$ cat config.mk
export PLATFORM = sky130hd
export DESIGN_NAME = sfla_req_decode
export DESIGN_NICKNAME = d
export VERILOG_FILES = /design/src/design/sfla_pkg.sv /design/src/design/sfla_req_decode.sv
export SDC_FILE = /design/constraint.sdc
export NUM_CORES = 1
export LEC_CHECK = 0
export CAP_MARGIN = 5
export CORE_AREA = 2 2 39 41
export DETAILED_ROUTE_END_ITERATION = 8
export DIE_AREA = 0 0 41 43
export DONT_BUFFER_PORTS = 1
export PLACE_DENSITY = 0.34
export SYNTH_ARGS = -nofsm -noshare
export SYNTH_HDL_FRONTEND = slang
export SYNTH_SLANG_ARGS = --single-unit
$ cat constraint.sdc
create_clock -name vclk -period 1.7
set_input_delay 0.255 -clock vclk [all_inputs]
set_output_delay 0.255 -clock vclk [all_outputs]
set_load 0.02 [all_outputs]
$ cat src/design/sfla_pkg.sv
package sfla_pkg;

  localparam int STEP_BYTES  = 16;
  localparam int MAX_BYTES   = 256;
  localparam int BATCH_BYTES = 4096;
  localparam int ARENA_BYTES = 65536;

  localparam int ADDR_W     = 16;
  localparam int SIZE_W     = 16;
  localparam int STEP_SHIFT = $clog2(STEP_BYTES);

  localparam int NCLASS  = (MAX_BYTES + STEP_BYTES - 1) / STEP_BYTES + 1;
  localparam int CLS_W   = $clog2(NCLASS);
  localparam int CSTEP_W = $clog2((NCLASS - 1) * STEP_BYTES + 1);

  localparam int LINK_IDX_W = ADDR_W - STEP_SHIFT;
  localparam int NLINKS     = 1 << LINK_IDX_W;
  localparam int LINK_W     = ADDR_W + 1;

  localparam int NBATCH = ARENA_BYTES / BATCH_BYTES;
  localparam int BU_W   = $clog2(NBATCH + 1);
  localparam int OFF_W  = $clog2(BATCH_BYTES) + 2;

  localparam logic REQ_ALLOC = 1'b0;
  localparam logic REQ_FREE  = 1'b1;

  localparam logic [1:0] ST_OK       = 2'd0;
  localparam logic [1:0] ST_OVERSIZE = 2'd1;
  localparam logic [1:0] ST_NOMEM    = 2'd2;
  localparam logic [1:0] ST_ZERO     = 2'd3;

  // What the control has to do with a decoded request.
  localparam logic [1:0] KIND_RESULT = 2'd0;
  localparam logic [1:0] KIND_PUSH   = 2'd1;
  localparam logic [1:0] KIND_ALLOC  = 2'd2;

  typedef struct packed {
    logic [1:0]       kind;
    logic [1:0]       status;
    logic [CLS_W-1:0] cls;
  } req_info_t;

endpackage

$ cat src/design/sfla_req_decode.sv
module sfla_req_decode
  import sfla_pkg::*;
(
  input  logic              req_type,
  input  logic [SIZE_W-1:0] size_bytes,
  input  logic [ADDR_W-1:0] block_addr,
  input  logic              addr_is_null,
  output req_info_t         info
);

  logic [SIZE_W:0] size_round;
  logic            size_zero;
  logic            size_over;
  logic            in_arena;

  assign size_round = {1'b0, size_bytes} + (SIZE_W + 1)'(STEP_BYTES - 1);
  assign size_zero  = (size_bytes == '0);
  assign size_over  = (32'(size_bytes) > MAX_BYTES);
  assign in_arena   = (32'(block_addr) < ARENA_BYTES);

  // The class is only meaningful once the size is known to be in range.
  always_comb begin
    info.cls    = size_round[STEP_SHIFT +: CLS_W];
    info.status = ST_OK;
    info.kind   = KIND_RESULT;
    if (req_type == REQ_FREE) begin
      if (addr_is_null) begin
        info.status = ST_OK;
      end else if (size_zero) begin
        info.status = ST_ZERO;
      end else if (size_over) begin
        info.status = ST_OVERSIZE;
      end else if (in_arena) begin
        info.kind = KIND_PUSH;
      end
    end else begin
      if (size_zero) begin
        info.status = ST_ZERO;
      end else if (size_over) begin
        info.status = ST_OVERSIZE;
      end else begin
        info.kind = KIND_ALLOC;
      end
    end
  end

endmodule

### Yosys cells after proc, flatten, opt, wreduce, memory -nomap -nowiden

Cells that the tools add are included.

| word-level totals | value |
|---|---|
| logic and storage cells | 12 |
| register bits | 0 |

| cells by class | value |
|---|---|
| reduce and logical (&&, ||, !) cells | 1 |
| magnitude comparators | 1 |
| multiplexer cells | 9 |
| $add $sub $neg | 1 |

Operator list:

| cell | number |
|---|---|
| 16-bit by 9-bit > comparator with 1-bit output (second input constant) | 1 |
| 16-bit zero test | 1 |
| 2-bit two-way mux | 5 |
| 9-bit by 4-bit adder with 9-bit output (second input constant) | 1 |
| 4-bit two-way mux | 1 |
| 1-bit two-way mux | 3 |

### Logic depth before layout (Yosys ltp)

Gate-level depths: netlist of run 1.

| logic depth | value |
|---|---|
| depth after elaboration | 5 |
| gate-level depth with buffers | 3 |
| gate-level depth less buffers | 3 |

### Worst setup path before layout of run 1

OpenSTA, ideal clock, no wires.

| timing | value |
|---|---|
| kind | in2out |
| start point | in size_bytes[12] |
| end point | out info[6] in the netlist's numbering |
| data arrival time | 1.591 ns |
| path buffers | 0 |
| cell stages on the path | 2 |
| slack | -0.146 ns |
| path through | or4_1 nor4b_1 |

RTL lines:

| element | RTL line | source |
|---|---|---|
| from (decl) | sfla_req_decode.sv:5 | `input logic [SIZE_W-1:0] size_bytes,` |
| to (decl) | sfla_req_decode.sv:8 | `output req_info_t info` |

==> impl_metrics.py, run 1 <==
metrics = {
    "synthesis": {
        "synth_top_family_by_area": "simple AND/OR/NAND/NOR gates",
        "synth.distinct_cells": 15,
        "yosys.area.top_type": "xnor2_1",
        "synth-adder-area-share": 0,
        "synthMuxAreaShare": 0,
        "synth.cell_area_um2": 176,
        "seq_area_frac_synth": 0,
        "ys_warn_count": 0,
        "synth_xor_area_frac": 0.248,
        "yosysTopAreaCellShare": 0.199,
        "synth_compound_area_frac": 0.170,
        "synthTopCellsByArea": "xnor2_1 (20%), nor4b_1 (9.9%), nand4_1 (7.1%), nor4_1 (7.1%), nor4_2 (7.1%)",
        "synth.avg_cell_area_um2": 7.35,
        "syn_inst": 24,
        "yosys.area_share.simple": 0.582,
        "syn_nets": 58,
    },
    "global_route": {
        "grt_pass1_wl_um": 696,
        "antenna_found_initial": 0,
        "overflow": 0,
        "grt_pass1_vias": 200,
        "grt_max_degree": 6,
        "grtUsageTotal": 0.0549,
    },
    "timing": {
        "finalMaxSlewViolations": 0,
        "relSlewSlack": 0.659,
        "max_freq_mhz": 603,
        "timing.final.crit_share": 0.976,
        "rsz0062_at_grt": "no",
        "tns_ns": 0,
        "setup_violations": 0,
        "hold_viol": 0,
        "period_needed_ns": 1.66,
        "worstMarginPinSlew_ns": 0.507,
    },
    "floorplan": {
        "start_util": 0.127,
        "core_um2": 1380,
        "rows": 14,
        "dieArea_um2": 1760,
        "io_pins": 43,
        "die_h_um": 43,
        "die_width_um": 41,
    },
    "routing": {
        "antenna_left": 0,
        "routed_wl_um": 600,
        "via_count": 238,
        "drc": 0,
        "drtIter0Drc": 1,
        "post_drt_wl_per_cell_um": 13.6,
        "post_drt_via_cell_ratio": 5.41,
        "dr.pass1.iters": 3,
    },
    "worst_setup_path": {
        "critical_path_required_ns": 1.44,
        "critPathCaptureType": "output pin",
        "critPathLaunchType": "input port",
        "path_max_fanout": 3,
        "cp_data_arrival_time_ns": 1.40,
        "worstSetupPathType": "in2out",
    },
    "power_and_ir_drop": {
        "power_mw": 0.0415,
        "ir_drop_v": 0.0000477,
        "p_leak_nw": 0.0588,
        "power_density_nw_per_um2": 178,
    },
    "layout": {
        "drive_gt1_frac": 0.250,
        "nFillCells": 157,
        "multi_input_area_um2": 183,
        "syn_to_final_growth_pct": 31.9,
        "diodes": 0,
        "nNetsFinal": 64,
        "regArea_um2": 0,
        "final_cell_mix": "xnor2_1 (4), buf_4 (4), nand2_1 (3)",
        "nClkBuffers": 0,
        "seq_cells": 0,
    },
    "place": {
        "portBuffers": 0,
        "hpwl_um": 543,
        "gp_congestion": 0.599,
    },
    "clock_network": {
        "post_cts_resized": 0,
        "hold_buffers": 0,
        "post_cts_buffers": 0,
    },
    "outcome": {
        "outcome": "completed",
    },
    "hold_path": {
        "whs_path_depth": 1,
        "hp-class": "in2out",
    },
    "flow_run": {
        "maxCapViolCount": 0,
    },
}
==> area by class of cell <==
cell class | instances | share of cell area
multi-input combinational | 24 | 0.785
tap | 16 | 0.0860
timing repair buffer | 4 | 0.129
==> cell usage after synthesis (2+ instances only) <==
cell type and instances:
a21oi_1 2, nand2_1 3, nand4_1 2, nor4_1 2, nor4b_1 2, xnor2_1 4
==> power breakdown <==
group | leakage [nW] | switching, mW | internal [mW]
Combinational | 0.0588 | 0.0271 | 0.0144
Clock | 0 | 0 | 0
Sequential | 0 | 0 | 0
==> worst max-delay path, cell delays in order <==
cell and delay [ns]:
or4_1 0.57, a211o_1 0.29, a21oi_1 0.14, buf_4 0.16
==> metal layers <==
layer | vias up | wire length, um | global-route usage | share of wire
met4 | 0 | 0 | 0 | 0
li1 | 108 | - | - | -
met1 | 100 | 210 | 0.0443 | 0.35
met2 | 30 | 264 | 0.122 | 0.44
met3 | 0 | 125 | 0.0105 | 0.21
met5 | - | 0 | 0 | 0
==> metrics by stage <==
| step | std cells | worst slack, ns | cell area, um^2 | util | hold slack (ns) |
|---|---|---|---|---|---|
| floorplan | 24 | 0.0109 | 183 | - | 0.587 |
| global placement | 44 | 0.0892 | 233 | 0.168 | 0.650 |
| detailed placement | 44 | 0.0531 | 233 | 0.168 | 0.646 |
| CTS | 44 | 0.0438 | 233 | 0.168 | 0.648 |
| global route | 44 | 0.00504 | 233 | 0.168 | 0.648 |
| finish | 44 | 0.0416 | 233 | 0.168 | 0.647 |
==> cell families after synthesis <==
| group | Yosys count |
|---|---|
| XOR/XNOR | 5 |
| AO/OA/AOI/OAI | 4 |
| AND/OR/NAND/NOR | 15 |
==> worst paths after layout <==
path | from | end | slack [ns]
max | size_bytes[12] | info[8] | 0.04
min | size_bytes[5] | info[1] | 0.65
Power figures use the tool's default switching activity.
==> run 2: changes to the inputs <==
PLACE_DENSITY = not set   (was 0.34)
REMOVE_ABC_BUFFERS = 1   (was not set)
==> run 2 against run 1 <==
Against the previous run:
- non-clock buffer count grew 1
- fmax increased by 0.43%
- design area is 0.54% higher
- wire length fell by 8.7%
- setup slack better by 0.0071 ns
- worst hold slack got worse by 0.0056 ns
- utilization up 0.090 points
- final cell count grew 2.3%
- power rose by 1.6%
- critical endpoint is now info[7]
==> impl_metrics.py, run 2 (synthesis results as in run 1) <==
metrics = {
    "routing": {
        "post_drt_wl_per_cell_um": 12.2,
        "via_count": 218,
        "antenna_left": 0,
        "drtIter0Drc": 0,
        "routed_wl_um": 548,
        "drc": 0,
        "dr.pass1.iters": 1,
        "post_drt_via_cell_ratio": 4.84,
    },
    "power_and_ir_drop": {
        "power_mw": 0.0422,
        "ir_drop_v": 0.0000416,
        "p_leak_nw": 0.0629,
        "power_density_nw_per_um2": 180,
    },
    "layout": {
        "diodes": 0,
        "nClkBuffers": 0,
        "final_area_um2": 234,
        "nNetsFinal": 65,
        "seq_cells": 0,
        "syn_to_final_growth_pct": 32.6,
        "drive_gt1_frac": 0.241,
        "regArea_um2": 0,
        "final_common_cell": "buf_4",
        "final_cell_mix": "buf_4 (5), xnor2_1 (4), nand2_1 (3)",
    },
    "timing": {
        "setup_violations": 0,
        "rsz0062_at_grt": "no",
        "max_freq_mhz": 606,
        "hold_viol": 0,
        "fin_ws_ns": 0.0487,
        "period_needed_ns": 1.65,
        "relSlewSlack": 0.664,
        "finalMaxSlewViolations": 0,
        "timing.final.crit_share": 0.971,
        "worstMarginPinSlew_ns": 0.500,
    },
    "floorplan": {
        "core_um2": 1380,
        "io_pins": 43,
        "dieArea_um2": 1760,
        "rows": 14,
        "start_util": 0.127,
        "die_h_um": 43,
        "die_width_um": 41,
    },
    "hold_path": {
        "hold_end": "info[1]",
        "whs_path_depth": 1,
        "hp-class": "in2out",
        "min_from": "size_bytes[5]",
    },
    "clock_network": {
        "post_cts_resized": 0,
        "post_cts_buffers": 0,
        "hold_buffers": 0,
    },
    "global_route": {
        "overflow": 0,
        "grt_max_degree": 6,
        "grtUsageTotal": 0.0539,
        "grt_pass1_vias": 194,
        "grt_pass1_wl_um": 710,
        "antenna_found_initial": 0,
    },
    "flow_run": {
        "maxCapViolCount": 0,
    },
    "worst_setup_path": {
        "path_max_fanout": 3,
        "worstSetupPathType": "in2out",
        "critical_path_required_ns": 1.44,
        "cp_data_arrival_time_ns": 1.40,
        "critPathCaptureType": "output pin",
        "critPathLaunchType": "input port",
    },
    "place": {
        "portBuffers": 0,
        "dpl_cell_area_um2": 234,
        "dp_slack_ns": 0.0567,
        "gp_congestion": 0.505,
        "hpwl_um": 503,
    },
    "outcome": {
        "outcome": "completed",
    },
}
## run 2: cell types whose count changed in the layout (fill, tap and decap cells not counted)
| cell | previous run | this run |
|---|---|---|
| buf_4 | 4 | 5 |
| nor4b_1 | 1 | 2 |
| nor4b_2 | 1 | 0 |
## run 2: layout make-up
| type | count | area (um^2) |
|---|---|---|
| Fill cell | 167 | 1150 |
| Timing Repair Buffer | 5 | 37.5 |
| Multi-Input combinational cell | 24 | 176 |
| Tap cell | 16 | 20.0 |
## run 2: worst max path at each step
stage / from / endpoint / depth (start not counted)
after global routing: size_bytes[8] / info[7] / 4
after floorplan: size_bytes[12] / info[6] / 2
after CTS: size_bytes[8] / info[7] / 4
final: size_bytes[12] / info[7] / 4
after global placement: size_bytes[8] / info[8] / 4
after detailed placement: size_bytes[8] / info[7] / 4
## run 2: power by group
part           internal (mW)  total, mW  switching (mW)  leakage (nW)
clock network              0          0               0             0
registers                  0          0               0             0
logic                 0.0150     0.0422          0.0272        0.0629
total                 0.0150     0.0422          0.0272        0.0629
## run 2: stage by stage
step	hold slack, ns	TNS [ns]	cells	utilization
4_1_cts	0.642	0	45	0.169
6_report	0.641	0	45	0.169
2_1_floorplan	0.587	-0.146	24	-
3_5_place_dp	0.642	0	45	0.169
3_3_place_gp	0.644	0	45	0.169
5_1_grt	0.643	0	45	0.169
## run 2: metal layers
metal	track usage	vias up	part of all wire	wire length, um
li1	-	109	-	-
met4	0	0	0	0
met1	0.0475	100	0.32	178
met3	0	0	0.060	33
met5	0	-	0	0
met2	0.122	9	0.61	336
## run 2: critical path, stage by stage
cell     delay, ns
or4_1         0.56
a211o_1       0.28
a21oi_1       0.14
buf_4         0.16
==> run 3: changes to the inputs <==
clock period = 1.35 ns   (was 1.7 ns; I/O delays follow)
==> run 3 against run 2 <==
Against the previous run:
- the run now ends with setup timing left
- non-clock buffer count is 1 higher
- critical path depth did not move
- sequential cell count stayed put
- setup slack got worse by 0.24 ns
- via count up 1.4%
- worst hold slack got worse by 0.090 ns
- design area is 9.6% higher
- die area did not move
- utilization is 1.6 points higher
- global-route usage down 0.10 points
- critical path type unchanged
- largest cell class unchanged
- largest power group unchanged
==> impl_metrics.py, run 3 (synthesis results as in run 1) <==
metrics = {
    "outcome": {
        "outcome": "finished with violations",
        "violations": "setup timing",
    },
    "power_and_ir_drop": {
        "power_mw": 0.0592,
        "ir_drop_v": 0.0000533,
        "p_leak_nw": 0.0699,
        "combinationalPowerShare": 1.000,
        "swShare": 0.588,
        "intPower_mw": 0.0244,
        "clkPwrFrac": 0,
        "power_density_nw_per_um2": 231,
        "p_seq_frac": 0,
        "power.switching_mw": 0.0348,
    },
    "routing": {
        "routed_wl_um": 524,
        "post_drt_via_cell_ratio": 4.80,
        "drc": 0,
        "via_count": 221,
        "antenna_left": 0,
        "drtIter0Drc": 4,
        "dr.pass1.iters": 4,
        "post_drt_wl_per_cell_um": 11.4,
    },
    "timing": {
        "tns_ns": -0.582,
        "max_freq_mhz": 649,
        "worstMarginPinSlew_ns": 0.485,
        "relSlewSlack": 0.674,
        "hold_viol": 0,
        "timing.final.crit_share": 1.14,
        "fin_ws_ns": -0.190,
        "rsz0062_at_grt": "yes",
        "period_needed_ns": 1.54,
        "whs_ns": 0.551,
        "setup_violations": 4,
        "finalMaxSlewViolations": 0,
    },
    "floorplan": {
        "die_h_um": 43,
        "dieArea_um2": 1760,
        "core_um2": 1380,
        "io_pins": 43,
        "rows": 14,
        "die_width_um": 41,
        "start_util": 0.127,
    },
    "place": {
        "gp_congestion": 0.501,
        "dp_cells": 46,
        "dp_slack_ns": -0.197,
        "portBuffers": 0,
    },
    "global_route": {
        "grtUsageTotal": 0.0529,
        "overflow": 0,
        "antenna_found_initial": 0,
        "grt_pass1_vias": 187,
        "grt_pass1_wl_um": 710,
        "grt_max_degree": 6,
    },
    "worst_setup_path": {
        "critical_path_required_ns": 1.15,
        "critPathLaunchType": "input port",
        "cp_data_arrival_time_ns": 1.34,
        "path_max_fanout": 3,
        "worstSetupPathType": "in2out",
        "critPathCaptureType": "output pin",
    },
    "layout": {
        "seq_cells": 0,
        "multi_input_area_um2": 191,
        "diodes": 0,
        "syn_to_final_growth_pct": 45.4,
        "nClkBuffers": 0,
        "final_cell_mix": "buf_4 (6), xnor2_1 (4), nand2_1 (3)",
        "drive_gt1_frac": 0.400,
        "nNetsFinal": 66,
        "final_cells": 46,
        "regArea_um2": 0,
        "final_common_cell": "buf_4",
        "nFillCells": 163,
    },
    "clock_network": {
        "hold_buffers": 0,
        "post_cts_buffers": 0,
    },
    "flow_run": {
        "maxCapViolCount": 0,
    },
    "hold_path": {
        "hp-class": "in2out",
    },
}
-- run 3: per-stage QoR --
step | util | area, um^2
floorplan | - | 176
global placement | 0.175 | 241
detailed placement | 0.175 | 241
CTS | 0.181 | 250
global route | 0.185 | 256
finish | 0.185 | 256
-- run 3: worst paths after layout --
path | start | endpoint | cells after the start
max | size_bytes[12] | info[8] | 4
min | size_bytes[6] | info[2] | 1
-- run 3: worst max-delay path, stage by stage --
cell,delay [ns]
or4_4,0.52
a211o_1,0.32
a21oi_1,0.14
buf_4,0.15
-- run 3: final cells by class --
class	count	area share
well taps	16	0.0780
repair buffers	6	0.176
multi-input cells	24	0.746
-- run 3: metal layers --
metal | wire length [um] | part of all wire | track usage
met2 | 302 | 0.58 | 0.116
met3 | 40 | 0.076 | 0
met5 | 0 | 0 | 0
met4 | 0 | 0 | 0
met1 | 180 | 0.34 | 0.0506
-- run 3: what timing repair did --
| action | in CTS | in global routing |
|---|---|---|
| pin swaps | 1 | 0 |
| gates resized for setup | 3 | 1 |
| setup endpoints to repair | 4 | 4 |
-- run 3: power by group through the flow --
| stage | combinational, mW | clock [mW] | sequential, mW |
|---|---|---|---|
| 3_3_place_gp | 0.0577 | 0 | 0 |
| 5_1_grt | 0.0634 | 0 | 0 |
| 6_report | 0.0592 | 0 | 0 |
| 4_1_cts | 0.0597 | 0 | 0 |
| 3_5_place_dp | 0.0581 | 0 | 0 |
| 2_1_floorplan | 0.0470 | 0 | 0 |
